<file path="config.mk">
export PLATFORM = sky130hd
export DESIGN_NAME = utf8_text_detector_core
export DESIGN_NICKNAME = d
export VERILOG_FILES = /design/src/rtl/core/utd_pkg.sv /design/src/rtl/core/utd_classify.sv /design/src/rtl/core/utd_track.sv /design/src/rtl/core/utf8_text_detector_core.sv
export VERILOG_INCLUDE_DIRS = /design/src /design/src/rtl/core
export SDC_FILE = /design/constraint.sdc
export NUM_CORES = 1
export LEC_CHECK = 0
export BUFFER_PORTS_ARGS = -buffer_cell sky130_fd_sc_hd__buf_2
export CORE_UTILIZATION = 53
export DETAILED_ROUTE_END_ITERATION = 6
export PLACE_DENSITY_LB_ADDON = 0.25
export RECOVER_POWER = 25
export SYNTH_ARGS = -nofsm -noshare
export SYNTH_HDL_FRONTEND = slang
export SYNTH_SLANG_ARGS = --single-unit
</file>
<file path="constraint.sdc">
create_clock -name clk_i -period 2.8 [get_ports clk_i]
set_input_delay 0.28 -clock clk_i [delete_from_list [all_inputs] [get_ports clk_i]]
set_output_delay 0.28 -clock clk_i [all_outputs]
set_load 0.02 [all_outputs]
</file>
<file path="src/rtl/core/utf8_text_detector_core_macros.svh">
// ----------------------------------------------------------------------------
// UTF-8 text detector assertion macros
// Shared concurrent assertion wrappers, clocked on clk_i and disabled in reset.
// ----------------------------------------------------------------------------
`ifndef UTF8_TEXT_DETECTOR_CORE_MACROS_SVH
`define UTF8_TEXT_DETECTOR_CORE_MACROS_SVH

`ifndef SYNTHESIS

// Same-cycle implication
`define UTD_ASSERT_IMPL(lbl, ante, cons) \
  lbl: assert property (@(posedge clk_i) disable iff (!rst_ni) (ante) |-> (cons)) \
    else $error("utf8 text detector check failed");

// Next-cycle implication
`define UTD_ASSERT_NEXT(lbl, ante, cons) \
  lbl: assert property (@(posedge clk_i) disable iff (!rst_ni) (ante) |=> (cons)) \
    else $error("utf8 text detector check failed");

`else

`define UTD_ASSERT_IMPL(lbl, ante, cons)
`define UTD_ASSERT_NEXT(lbl, ante, cons)

`endif

`endif

</file>
<file path="src/rtl/core/utd_pkg.sv">
// ----------------------------------------------------------------------------
// UTF-8 text detector package
// Byte classes, sequence length limits and the classifier result type.
// ----------------------------------------------------------------------------
package utd_pkg;

  localparam int unsigned ByteW = 8;
  localparam int unsigned PendW = 3;

  // Longest run of continuation bytes a lead byte may open
  localparam logic [PendW-1:0] MaxPend = 3'd5;

  // Top two bits of continuation and lead bytes
  localparam logic [1:0] ContTag = 2'b10;
  localparam logic [1:0] LeadTag = 2'b11;

  // Printable range, the allowed control bytes and the terminator
  localparam logic [ByteW-1:0] PrintLo = 8'h20;
  localparam logic [ByteW-1:0] PrintHi = 8'h7E;
  localparam logic [ByteW-1:0] BelChr  = 8'h07;
  localparam logic [ByteW-1:0] LfChr   = 8'h0A;
  localparam logic [ByteW-1:0] FfChr   = 8'h0C;
  localparam logic [ByteW-1:0] CrChr   = 8'h0D;
  localparam logic [ByteW-1:0] EscChr  = 8'h1B;
  localparam logic [ByteW-1:0] NulChr  = 8'h00;

  typedef enum logic [2:0] {
    CLS_TERM,
    CLS_TEXT,
    CLS_CTRL,
    CLS_CONT,
    CLS_LEAD,
    CLS_BADLEAD
  } byte_cls_e;

  typedef struct packed {
    byte_cls_e        cls;
    logic [PendW-1:0] lead_len;
  } byte_info_t;

endpackage

</file>
<file path="src/rtl/core/utd_classify.sv">
// ----------------------------------------------------------------------------
// UTF-8 text detector byte classifier
// Sorts one byte into terminator, text, bad control, continuation, lead or bad lead.
// ----------------------------------------------------------------------------
module utd_classify (
  input  logic [utd_pkg::ByteW-1:0] byte_i,
  output utd_pkg::byte_info_t       info_o
);

  logic is_text;

  // Match the allowed seven-bit characters
  always_comb begin
    is_text = ((byte_i >= utd_pkg::PrintLo) && (byte_i <= utd_pkg::PrintHi)) ||
              ((byte_i >= utd_pkg::BelChr) && (byte_i <= utd_pkg::LfChr)) ||
              (byte_i == utd_pkg::FfChr) || (byte_i == utd_pkg::CrChr) ||
              (byte_i == utd_pkg::EscChr);
  end

  // Decode class and sequence length from the leading ones
  always_comb begin
    info_o.lead_len = '0;
    if (byte_i == utd_pkg::NulChr) begin
      info_o.cls = utd_pkg::CLS_TERM;
    end else if (!byte_i[7]) begin
      info_o.cls = is_text ? utd_pkg::CLS_TEXT : utd_pkg::CLS_CTRL;
    end else if (byte_i[7:6] == utd_pkg::ContTag) begin
      info_o.cls = utd_pkg::CLS_CONT;
    end else begin
      info_o.cls = utd_pkg::CLS_LEAD;
      if (!byte_i[5]) begin
        info_o.lead_len = 3'd1;
      end else if (!byte_i[4]) begin
        info_o.lead_len = 3'd2;
      end else if (!byte_i[3]) begin
        info_o.lead_len = 3'd3;
      end else if (!byte_i[2]) begin
        info_o.lead_len = 3'd4;
      end else if (!byte_i[1]) begin
        info_o.lead_len = utd_pkg::MaxPend;
      end else begin
        info_o.cls = utd_pkg::CLS_BADLEAD;
      end
    end
  end

endmodule

</file>
<file path="src/rtl/core/utd_track.sv">
// ----------------------------------------------------------------------------
// UTF-8 text detector string tracker
// Holds per-string state and forms the verdict when the terminator arrives.
// ----------------------------------------------------------------------------
`include "utf8_text_detector_core_macros.svh"

module utd_track (
  input  logic                clk_i,
  input  logic                rst_ni,
  input  logic                step_i,
  input  utd_pkg::byte_info_t info_i,
  output logic                verdict_o
);

  logic [utd_pkg::PendW-1:0] pend_q, pend_d;
  logic                      seen_q, seen_d;
  logic                      rej_q, rej_d;

  assign verdict_o = !rej_q && seen_q;

  // Advance the string state by one byte
  always_comb begin
    pend_d = pend_q;
    seen_d = seen_q;
    rej_d  = rej_q;
    if (step_i) begin
      if (info_i.cls == utd_pkg::CLS_TERM) begin
        pend_d = '0;
        seen_d = 1'b0;
        rej_d  = 1'b0;
      end else if (rej_q) begin
        // drop bytes until the terminator
      end else if (pend_q != '0) begin
        if (info_i.cls != utd_pkg::CLS_CONT) begin
          rej_d = 1'b1;
        end else begin
          pend_d = pend_q - 3'd1;
          if (pend_q == 3'd1) begin
            seen_d = 1'b1;
          end
        end
      end else begin
        unique case (info_i.cls)
          utd_pkg::CLS_TEXT: ;
          utd_pkg::CLS_LEAD: pend_d = info_i.lead_len;
          default:           rej_d = 1'b1;
        endcase
      end
    end
  end

  always_ff @(posedge clk_i or negedge rst_ni) begin
    if (!rst_ni) begin
      pend_q <= '0;
      seen_q <= 1'b0;
      rej_q  <= 1'b0;
    end else begin
      pend_q <= pend_d;
      seen_q <= seen_d;
      rej_q  <= rej_d;
    end
  end

  `UTD_ASSERT_IMPL(a_pend_range, 1'b1, pend_q <= utd_pkg::MaxPend)
  `UTD_ASSERT_NEXT(a_term_clears, step_i && info_i.cls == utd_pkg::CLS_TERM,
                   pend_q == '0 && !seen_q && !rej_q)
  `UTD_ASSERT_NEXT(a_reject_sticks, step_i && rej_q && info_i.cls != utd_pkg::CLS_TERM,
                   rej_q)

endmodule

</file>
<file path="src/rtl/core/utf8_text_detector_core.sv">
// ----------------------------------------------------------------------------
// UTF-8 text detector core
// Checks NUL-terminated strings, one byte per word, for multibyte UTF-8 text.
// ----------------------------------------------------------------------------
// Input channel: in_valid_i / in_stall_o carry text_byte_i, one string byte
// per word; a zero byte ends the string. Output channel: out_valid_o /
// out_stall_i carry looks_utf8_o, one word per terminator and none for
// other bytes. looks_utf8_o is 1 when the string held only allowed text
// characters and unbroken sequences and at least one complete multibyte
// sequence; a sequence cut short by the terminator is not rejected.
// A terminator moves from the input register into the result register,
// where its verdict shows on the output. Throughput: one byte per cycle
// while no terminator is held, set by the single register-to-register
// pass through the classifier and the state update. The input register
// takes a new byte while a verdict waits in the output register; only a
// terminator stalls while the output register is full and held, and the
// input side stalls back with it. Reset clears both valid flags and the
// string state; the first byte after reset starts a new string.
// ----------------------------------------------------------------------------
module utf8_text_detector_core (
  input  logic                      clk_i,
  input  logic                      rst_ni,
  input  logic                      in_valid_i,
  output logic                      in_stall_o,
  input  logic [utd_pkg::ByteW-1:0] text_byte_i,
  output logic                      out_valid_o,
  input  logic                      out_stall_i,
  output logic                      looks_utf8_o
);

  logic                      in_valid_q, in_valid_d;
  logic [utd_pkg::ByteW-1:0] byte_q;
  logic                      out_valid_q, out_valid_d;
  logic                      looks_q;
  logic                      out_free;
  logic                      is_term;
  logic                      step;
  logic                      accept;
  logic                      verdict;
  utd_pkg::byte_info_t       info;

  utd_classify u_classify (
    .byte_i (byte_q),
    .info_o (info)
  );

  utd_track u_track (
    .clk_i     (clk_i),
    .rst_ni    (rst_ni),
    .step_i    (step),
    .info_i    (info),
    .verdict_o (verdict)
  );

  // Process a held byte unless it is a terminator facing a full, held output
  assign out_free   = !out_valid_q || !out_stall_i;
  assign is_term    = (info.cls == utd_pkg::CLS_TERM);
  assign step       = in_valid_q && (!is_term || out_free);
  assign in_stall_o = in_valid_q && !step;
  assign accept     = in_valid_i && !in_stall_o;

  // Input register
  always_comb begin
    in_valid_d = in_valid_q;
    if (accept) begin
      in_valid_d = 1'b1;
    end else if (step) begin
      in_valid_d = 1'b0;
    end
  end

  always_ff @(posedge clk_i or negedge rst_ni) begin
    if (!rst_ni) begin
      in_valid_q <= 1'b0;
    end else begin
      in_valid_q <= in_valid_d;
    end
  end

  always_ff @(posedge clk_i) begin
    if (accept) begin
      byte_q <= text_byte_i;
    end
  end

  // Result register: load a verdict, drop it once taken
  always_comb begin
    out_valid_d = out_valid_q;
    if (step && is_term) begin
      out_valid_d = 1'b1;
    end else if (!out_stall_i) begin
      out_valid_d = 1'b0;
    end
  end

  always_ff @(posedge clk_i or negedge rst_ni) begin
    if (!rst_ni) begin
      out_valid_q <= 1'b0;
    end else begin
      out_valid_q <= out_valid_d;
    end
  end

  always_ff @(posedge clk_i) begin
    if (step && is_term) begin
      looks_q <= verdict;
    end
  end

  assign out_valid_o  = out_valid_q;
  assign looks_utf8_o = looks_q;

endmodule
</file>
==> out/results.ini, run 1 <==
[synthesis]
synth_top_area_share_pct = 29.8
synth_seq_cells = 16
synth_ff_type = edfxtp_1
synth_edf_count = 9
synth_largest_area_cell = edfxtp_1
synth.yosys.seq_area_share_pct = 49.2
ys_top_cells_by_area = edfxtp_1, dfrtp_1, ha_1
synthArstFlopShare_pct = 43.8
ys_warn_count = 0
syn_nets = 103
netlist_area_sq_um = 906
postSynthCellCount = 88
synth.distinct_cells = 34
synth_area_per_cell_sq_um = 10.3

[placed_design]
placed_area_sq_um = 992
gp_congestion = 0.801
port_buffers = 14
place_hpwl_mm = 1.29
pre_cts_ws_ns = 0.446
dp_cells = 116

[setup_path]
endpoint_kind = primary output
r2r-start = byte_q[6]$_DFFE_PP_
startpoint_type = register
cp_max_fo = 11
arrival_ns = 2.33
cp.required_ns = 2.52
startpoint = byte_q[6]$_DFFE_PP_
critPathKind = reg2out

[grt]
antenna_found_initial = 0
grtUsageTotal_pct = 19.0
grt_pass1_vias = 639
grt_pass1_wl_mm = 2.67
grt_max_degree = 12
grt_overflow_total = 0

[sta]
hold_viol = 0
max_freq_mhz = 383
fin_worst_skew_ns = 0.00784
fin_crit_sh_pct = 93.2
rsz0062_at_grt = false
finalSetupViolations = 0
finalSetupTns_ns = 0
min_period_ns = 2.61
setup_slack_ns = 0.191
relSlewSlack_pct = 63.6
final_max_slew_viol_count = 0
worstMarginPinSlew_ns = 0.539

[worst_hold_path]
min-delay-start = text_byte_i[7]
hold_path_class = in2reg

[clock_tree]
htree_levels = 1
root_buffer = clkbuf_4
clock_path_buffers = 2
clkLatencyLatePin_ns = 0.28
cts_resized = 0
cts_buffers = 3
clock_sinks = 16
postCtsSetupRepairBufs = 0
tritoncts = built
clk_pin_slew_ns = 0.09
cts_hold_buf = 1

[final_layout]
layout_commonest_cell = buf_2
area_growth_pct = 14.6
seqCellArea_sq_um = 445
final_area_sq_um = 1040
final_util_pct = 66.6
diodes = 0
post_layout_nonfiller_instances = 121
fin_nets = 121
multi_input_area_sq_um = 423
layout-drive-gt1-share_pct = 25.7
final_cell_mix = buf_2, edfxtp_1, nor2_1
nFillCells = 134

[route]
drtPass1Iterations = 4
first_iter_violations = 14
wirelength_mm = 1.63
antenna_left = 0
detail_route.drc_violations = 0
vias_per_cell = 5.87
vias = 710
wl_per_cell_um = 13.4

[floorplanning]
die_area_sq_um = 1880
dieHeight_um = 43.3
die_x_um = 43.3
start_util_pct = 58.1
core_area_sq_um = 1560
pin_count = 15
num_rows = 14

[pwr]
max-vdd-ir-drop_v = 0.000380
power_density_nw_per_um2 = 481
p_leak_uw = 0.000443

[status]
status = complete, no violations

[job]
cap_violations = 0

-- layout make-up --
type	instances	share of cell area [%]
clock buffer	4	3.49
inverter	7	2.53
multi-input combinational	62	40.7
sequential	16	42.9
tap	16	1.93
timing repair buffer	16	8.43
-- cell usage after synthesis, types with 2 or more instances --
library cell	n
nor3b_1	2
inv_1	7
a31oi_1	3
nand2_1	7
o21ai_0	2
nand4b_1	2
nand2b_1	3
clkbuf_1	3
edfxtp_1	9
a21oi_1	4
ha_1	3
nand3_1	4
nand4_1	2
o22ai_1	3
nor2b_1	2
nor2_1	8
dfrtp_1	7
-- per-layer routing --
layer | share of wire, % | up-vias | global-route usage [%] | wire length [um]
li1 | - | 357 | - | -
met1 | 45 | 337 | 24.9 | 724
met2 | 52 | 16 | 32.1 | 844
met3 | 3.5 | 0 | 5.00 | 57
met4 | 0 | 0 | 3.75 | 0
met5 | 0 | - | 0 | 0
-- power by group --
| part | leakage [uW] | switching [uW] | internal, uW |
|---|---|---|---|
| clock | 0.0000210 | 68.7 | 79.1 |
| combinational | 0.000260 | 34.0 | 32.8 |
| sequential | 0.000161 | 18.9 | 266 |
| total | 0.000443 | 122 | 378 |
-- cells by family (layout without fill, tap and decap cells) --
| logic type | after synthesis | in the layout | share of synthesized area (%) |
|---|---|---|---|
| AO/OA/AOI/OAI | 18 | 18 | 13.7 |
| adder cells (fa/ha/maj) | 3 | 3 | 4.14 |
| buffers and inverters | 10 | 27 | 4.14 |
| flip-flops | 16 | 16 | 49.2 |
| AND/OR/NAND/NOR | 41 | 41 | 28.9 |
-- registers in the layout, summed over array words and instances, names as in the netlist --
signal and count:
u_track.pend_q 3, in_valid_q 1, looks_utf8_o 1, u_track.rej_q 1, u_track.seen_q 1, out_valid_o 1, byte_q 8
-- path summary, 6_finish.rpt --
| kind | end | slack, ns | cells past startpoint |
|---|---|---|---|
| setup / recovery | in_stall_o | 0.19 | 5 |
| hold / removal | byte_q[7]$_DFFE_PP_ | 0.17 | 1 |
| setup reg to reg | byte_q[1]$_DFFE_PP_ | 0.41 | 4 |
| hold reg to reg | u_track.seen_q$_DFFE_PN0P_ | 0.57 | 2 |
| max in group asynchronous | in_valid_q$_DFFE_PN0P_ | 2.30 | 2 |
| min in group asynchronous | u_track.seen_q$_DFFE_PN0P_ | 0.34 | 2 |
-- through the flow --
stage	total power, uW	hold WS [ns]
CTS	503	0.166
floorplan	333	-0.0156
finish	500	0.171
global placement	354	0.118
global route	521	0.159
detailed placement	356	0.122
-- worst max-delay path: stages, from the launching register on --
cell	delay, ns
edfxtp_1	0.53
or4_4	0.57
nor4b_1	0.49
nand4_1	0.22
inv_1	0.08
buf_2	0.16
No activity file was read; power rests on OpenSTA's default activity.
==> run 2: changes to the inputs <==
--- a/config.mk
+++ b/config.mk
@@ -6,9 +6,9 @@
 export SDC_FILE = /design/constraint.sdc
 export NUM_CORES = 1
 export LEC_CHECK = 0
-export BUFFER_PORTS_ARGS = -buffer_cell sky130_fd_sc_hd__buf_2
-export CORE_UTILIZATION = 53
+export CORE_UTILIZATION = 60
 export DETAILED_ROUTE_END_ITERATION = 6
+export DONT_BUFFER_PORTS = 1
 export PLACE_DENSITY_LB_ADDON = 0.25
 export RECOVER_POWER = 25
 export SYNTH_ARGS = -nofsm -noshare
==> out/results.ini, run 2 (synthesized netlist as in run 1, its figures left out) <==
[clock_tree]
root_buffer = clkbuf_4
clkLatencyLatePin_ns = 0.29
tritoncts = built
postCtsSetupRepairBufs = 0
clock_sinks = 16
htree_levels = 1
cts_buffers = 3
clock_path_buffers = 2
clk_pin_slew_ns = 0.09

[grt]
antenna_found_initial = 0
grt_overflow_total = 0
grt_pass1_vias = 566
grt_pass1_wl_mm = 2.48
grtUsageTotal_pct = 23.6
grt_max_degree = 12

[sta]
finalSetupViolations = 0
worstMarginPinSlew_ns = 0.490
min_period_ns = 2.53
relSlewSlack_pct = 66.9
rsz0062_at_grt = false
final_max_slew_viol_count = 0
hold_viol = 0
fin_worst_skew_ns = 0.00880
finalSetupTns_ns = 0
max_freq_mhz = 395
fin_crit_sh_pct = 90.5

[route]
drtPass1Iterations = 4
wl_per_cell_um = 15.5
antenna_left = 0
wirelength_mm = 1.65
detail_route.drc_violations = 0
first_iter_violations = 27
vias = 673
vias_per_cell = 6.35

[setup_path]
ff2ff_path_depth = 4
startpoint = byte_q[6]$_DFFE_PP_
critPathKind = reg2out
startpoint_type = register
cp_max_fo = 11
cp_cell_sequence = or4_4, nor4b_1, nand4_1, inv_1
crit_cells = 4
endpoint_kind = primary output
cp.required_ns = 2.52
cp_slowest_cell = or4_4
r2r-start = byte_q[6]$_DFFE_PP_
max_stage_delay_ns = 0.58
crit_buf_inv = 1
arrival_ns = 2.25
cpLargestDelayFamily = simple AND/OR/NAND/NOR gates

[floorplanning]
die_area_sq_um = 1670
die_x_um = 40.9
dieHeight_um = 40.9
num_rows = 13
pin_count = 15
core_area_sq_um = 1350
start_util_pct = 67.1

[pwr]
pwr-share-clk_pct = 26.4
switching_share_pct = 25.9
internal_power_uw = 349
p_leak_uw = 0.000380
max-vdd-ir-drop_v = 0.000371
power_density_nw_per_um2 = 492
p_switching_uw = 122
finalPower_uw = 471
p_seq_share_pct = 60.6
combinationalPowerShare_pct = 13.0

[final_layout]
layout_commonest_cell = edfxtp_1
final_util_pct = 70.9
post_layout_nonfiller_instances = 106
final_cell_mix = edfxtp_1, nor2_1, inv_1, nand2_1, dfrtp_1
final_area_sq_um = 957
regMostFlops = byte_q
layout-drive-gt1-share_pct = 13.2
diodes = 0
largest_register_ffs = 8
reg_top3 = byte_q x8, u_track.pend_q x3
area_growth_pct = 5.66
fin_nets = 107

[worst_hold_path]
min-delay-start = text_byte_i[4]
hold_path_class = in2reg
whs_path_depth = 0

[placed_design]
dp_cells = 101
placed_area_sq_um = 921
gp_congestion = 0.884
place_hpwl_mm = 1.28
port_buffers = 0

[status]
status = complete, no violations

[job]
cap_violations = 0

==> run 2: cell count changes in the layout (fill, tap and decap cells not counted), sizes merged <==
cell	change
buf	-14
==> run 2: path summary, 6_finish.rpt <==
check,end,slack [ns]
max,in_stall_o,0.27
min,byte_q[4]$_DFFE_PP_,0.08
max reg2reg,byte_q[1]$_DFFE_PP_,0.45
min reg2reg,u_track.pend_q[0]$_DFFE_PN0P_,0.58
max in group asynchronous,u_track.pend_q[1]$_DFFE_PN0P_,2.25
min in group asynchronous,u_track.pend_q[0]$_DFFE_PN0P_,0.32
==> run 2: layout make-up <==
type	count	area [sq um]
multi-input cells	62	423
repair buffers	2	17.5
fillers	98	393
clock buffers	4	26.3
well taps	15	18.8
inverters	7	26.3
flip-flops and latches	16	445
==> run 2: routing by layer <==
| metal | wire, um | global-route usage, % | vias up |
|---|---|---|---|
| met5 | 0 | 0 | - |
| met4 | 70 | 19.2 | 0 |
| met3 | 106 | 3.26 | 8 |
| met2 | 726 | 32.4 | 25 |
| met1 | 742 | 32.9 | 307 |
| li1 | - | - | 333 |
==> run 2: power groups by stage <==
| stage | clock network, uW | registers, uW | logic (uW) |
|---|---|---|---|
| detailed placement | 0 | 290 | 58.5 |
| CTS | 127 | 285 | 61.9 |
| global placement | 0 | 289 | 57.0 |
| finish | 124 | 286 | 61.1 |
| global route | 132 | 289 | 69.0 |
| floorplan | 0 | 281 | 52.2 |
==> run 2: stage by stage <==
| stage | setup WS, ns | hold WS [ns] |
|---|---|---|
| detailed placement | 0.480 | -0.0155 |
| global route | 0.0652 | 0.0764 |
| global placement | 0.527 | -0.0155 |
| floorplan | 0.698 | -0.0156 |
| finish | 0.266 | 0.0822 |
| CTS | 0.283 | 0.0792 |
==> run 2: what timing repair did <==
| item | CTS | global route |
|---|---|---|
| gates resized for setup | 0 | 0 |
| setup endpoints to repair | 0 | 0 |
| hold buffers | 1 | 0 |
| hold endpoints to repair | 7 | 0 |
==> run 3: changes to the inputs <==
--- a/config.mk
+++ b/config.mk
@@ -6,11 +6,12 @@
 export SDC_FILE = /design/constraint.sdc
 export NUM_CORES = 1
 export LEC_CHECK = 0
-export CORE_UTILIZATION = 60
+export CORE_UTILIZATION = 45
 export DETAILED_ROUTE_END_ITERATION = 6
 export DONT_BUFFER_PORTS = 1
 export PLACE_DENSITY_LB_ADDON = 0.25
 export RECOVER_POWER = 25
+export SETUP_SLACK_MARGIN = 0.02
 export SYNTH_ARGS = -nofsm -noshare
 export SYNTH_HDL_FRONTEND = slang
 export SYNTH_SLANG_ARGS = --single-unit
==> out/results.ini, run 3 (synthesized netlist as in run 1, its figures left out) <==
[status]
status = complete, no violations

[route]
vias_per_cell = 5.88
first_iter_violations = 20
antenna_left = 0
wirelength_mm = 1.73
detail_route.drc_violations = 0
drtPass1Iterations = 4
vias = 682
wl_per_cell_um = 14.9

[pwr]
internal_power_uw = 350
p_switching_uw = 130
power_density_nw_per_um2 = 494
combinationalPowerShare_pct = 12.8
pwr-share-clk_pct = 27.4
max-vdd-ir-drop_v = 0.000309
p_leak_uw = 0.000380
p_seq_share_pct = 59.8
switching_share_pct = 27.0

[final_layout]
diodes = 0
area_growth_pct = 7.04
reg_top3 = byte_q x8, u_track.pend_q x3
final_cell_mix = edfxtp_1, nor2_1, inv_1, nand2_1, dfrtp_1
regMostFlops = byte_q
largest_register_ffs = 8
fin_nets = 107
final_area_sq_um = 970
layout-drive-gt1-share_pct = 13.2
layout_commonest_cell = edfxtp_1
nFillCells = 177

[floorplanning]
core_area_sq_um = 1800
dieHeight_um = 46.9
pin_count = 15
die_x_um = 46.9
num_rows = 15
die_area_sq_um = 2200
start_util_pct = 50.3

[sta]
fin_crit_sh_pct = 88.3
finalSetupTns_ns = 0
fin_worst_skew_ns = 0.00543
min_period_ns = 2.47
setup_slack_ns = 0.329
relSlewSlack_pct = 70.4
max_freq_mhz = 405
worstMarginPinSlew_ns = 0.438
rsz0062_at_grt = false
hold_viol = 0
final_max_slew_viol_count = 0
finalSetupViolations = 0

[setup_path]
cp.required_ns = 2.52
cp_slowest_cell = or4_4
arrival_ns = 2.19
startpoint_type = register
max_stage_delay_ns = 0.57
cp_cell_sequence = or4_4, nor4b_1, nand4_1, inv_1
critPathKind = reg2out
endpoint_kind = primary output
cp_max_fo = 11

[grt]
antenna_found_initial = 0
grt_pass1_vias = 610
grt_pass1_wl_mm = 2.81
grtUsageTotal_pct = 19.2
grt_max_degree = 12
grt_overflow_total = 0

[placed_design]
gp_congestion = 0.897
pre_cts_ws_ns = 0.508
place_hpwl_mm = 1.32
port_buffers = 0
placed_area_sq_um = 933

[clock_tree]
root_buffer = clkbuf_4
cts_resized = 0
cts_hold_buf = 1
postCtsSetupRepairBufs = 0
tritoncts = built
clock_sinks = 16
htree_levels = 1
clk_pin_slew_ns = 0.10
clkLatencyLatePin_ns = 0.29
clock_path_buffers = 2
cts_buffers = 3

[job]
cap_violations = 0

[worst_hold_path]
hold_path_class = in2reg

-- run 3: cell counts in the layout (fill, tap and decap cells not counted) --
No cell type changed its count.
-- run 3: metal layers --
| layer | up-vias | GRT usage (%) | wire length [um] |
|---|---|---|---|
| met5 | - | 0 | 0 |
| met4 | 0 | 10.3 | 48 |
| met3 | 7 | 3.46 | 69 |
| met2 | 23 | 30.6 | 838 |
| met1 | 322 | 24.9 | 775 |
| li1 | 330 | - | - |
-- run 3: worst max-delay path: cells and delay by family (launching register included) --
family,cells,cell delay [ns]
DFF,1,0.53
and+or+nand+nor,3,1.17
buffers and inverters,1,0.19
-- run 3: area by class of cell --
| class | instances | area [sq um] | share of cell area [%] |
|---|---|---|---|
| inverters | 7 | 26.3 | 2.71 |
| well taps | 25 | 31.3 | 3.23 |
| clock buffers | 4 | 26.3 | 2.71 |
| multi-input cells | 62 | 423 | 43.6 |
| flip-flops and latches | 16 | 445 | 45.9 |
| repair buffers | 2 | 17.5 | 1.81 |
-- run 3: worst paths after layout --
path / from / endpoint / slack, ns / depth (start not counted)
worst max-delay path: byte_q[6]$_DFFE_PP_ / in_stall_o / 0.33 / 4
worst min-delay path: text_byte_i[3] / byte_q[3]$_DFFE_PP_ / 0.07 / 0
worst max register to register: byte_q[6]$_DFFE_PP_ / byte_q[5]$_DFFE_PP_ / 0.52 / 4
worst min register to register: u_track.seen_q$_DFFE_PN0P_ / u_track.seen_q$_DFFE_PN0P_ / 0.56 / 2
max in group asynchronous: rst_ni / in_valid_q$_DFFE_PN0P_ / 2.21 / 1
min in group asynchronous: rst_ni / u_track.seen_q$_DFFE_PN0P_ / 0.32 / 1
-- run 3: power by group through the flow --
stage	Clock (uW)	Sequential [uW]	Combinational (uW)
after detailed placement	0	291	57.8
after global routing	142	290	69.9
after CTS	134	286	61.5
after floorplan	0	281	52.2
after global placement	0	290	56.2
final	131	287	61.5
-- run 3: per-stage QoR --
stage / hold slack (ns) / cells / power (uW) / util [%]
6_report: 0.0726 / 116 / 479 / 53.8
3_5_place_dp: -0.0154 / 111 / 349 / 51.8
5_1_grt: 0.0634 / 116 / 502 / 53.8
3_3_place_gp: -0.0154 / 111 / 346 / 51.8
2_1_floorplan: -0.0156 / 88 / 333 / -
4_1_cts: 0.0734 / 116 / 482 / 53.8
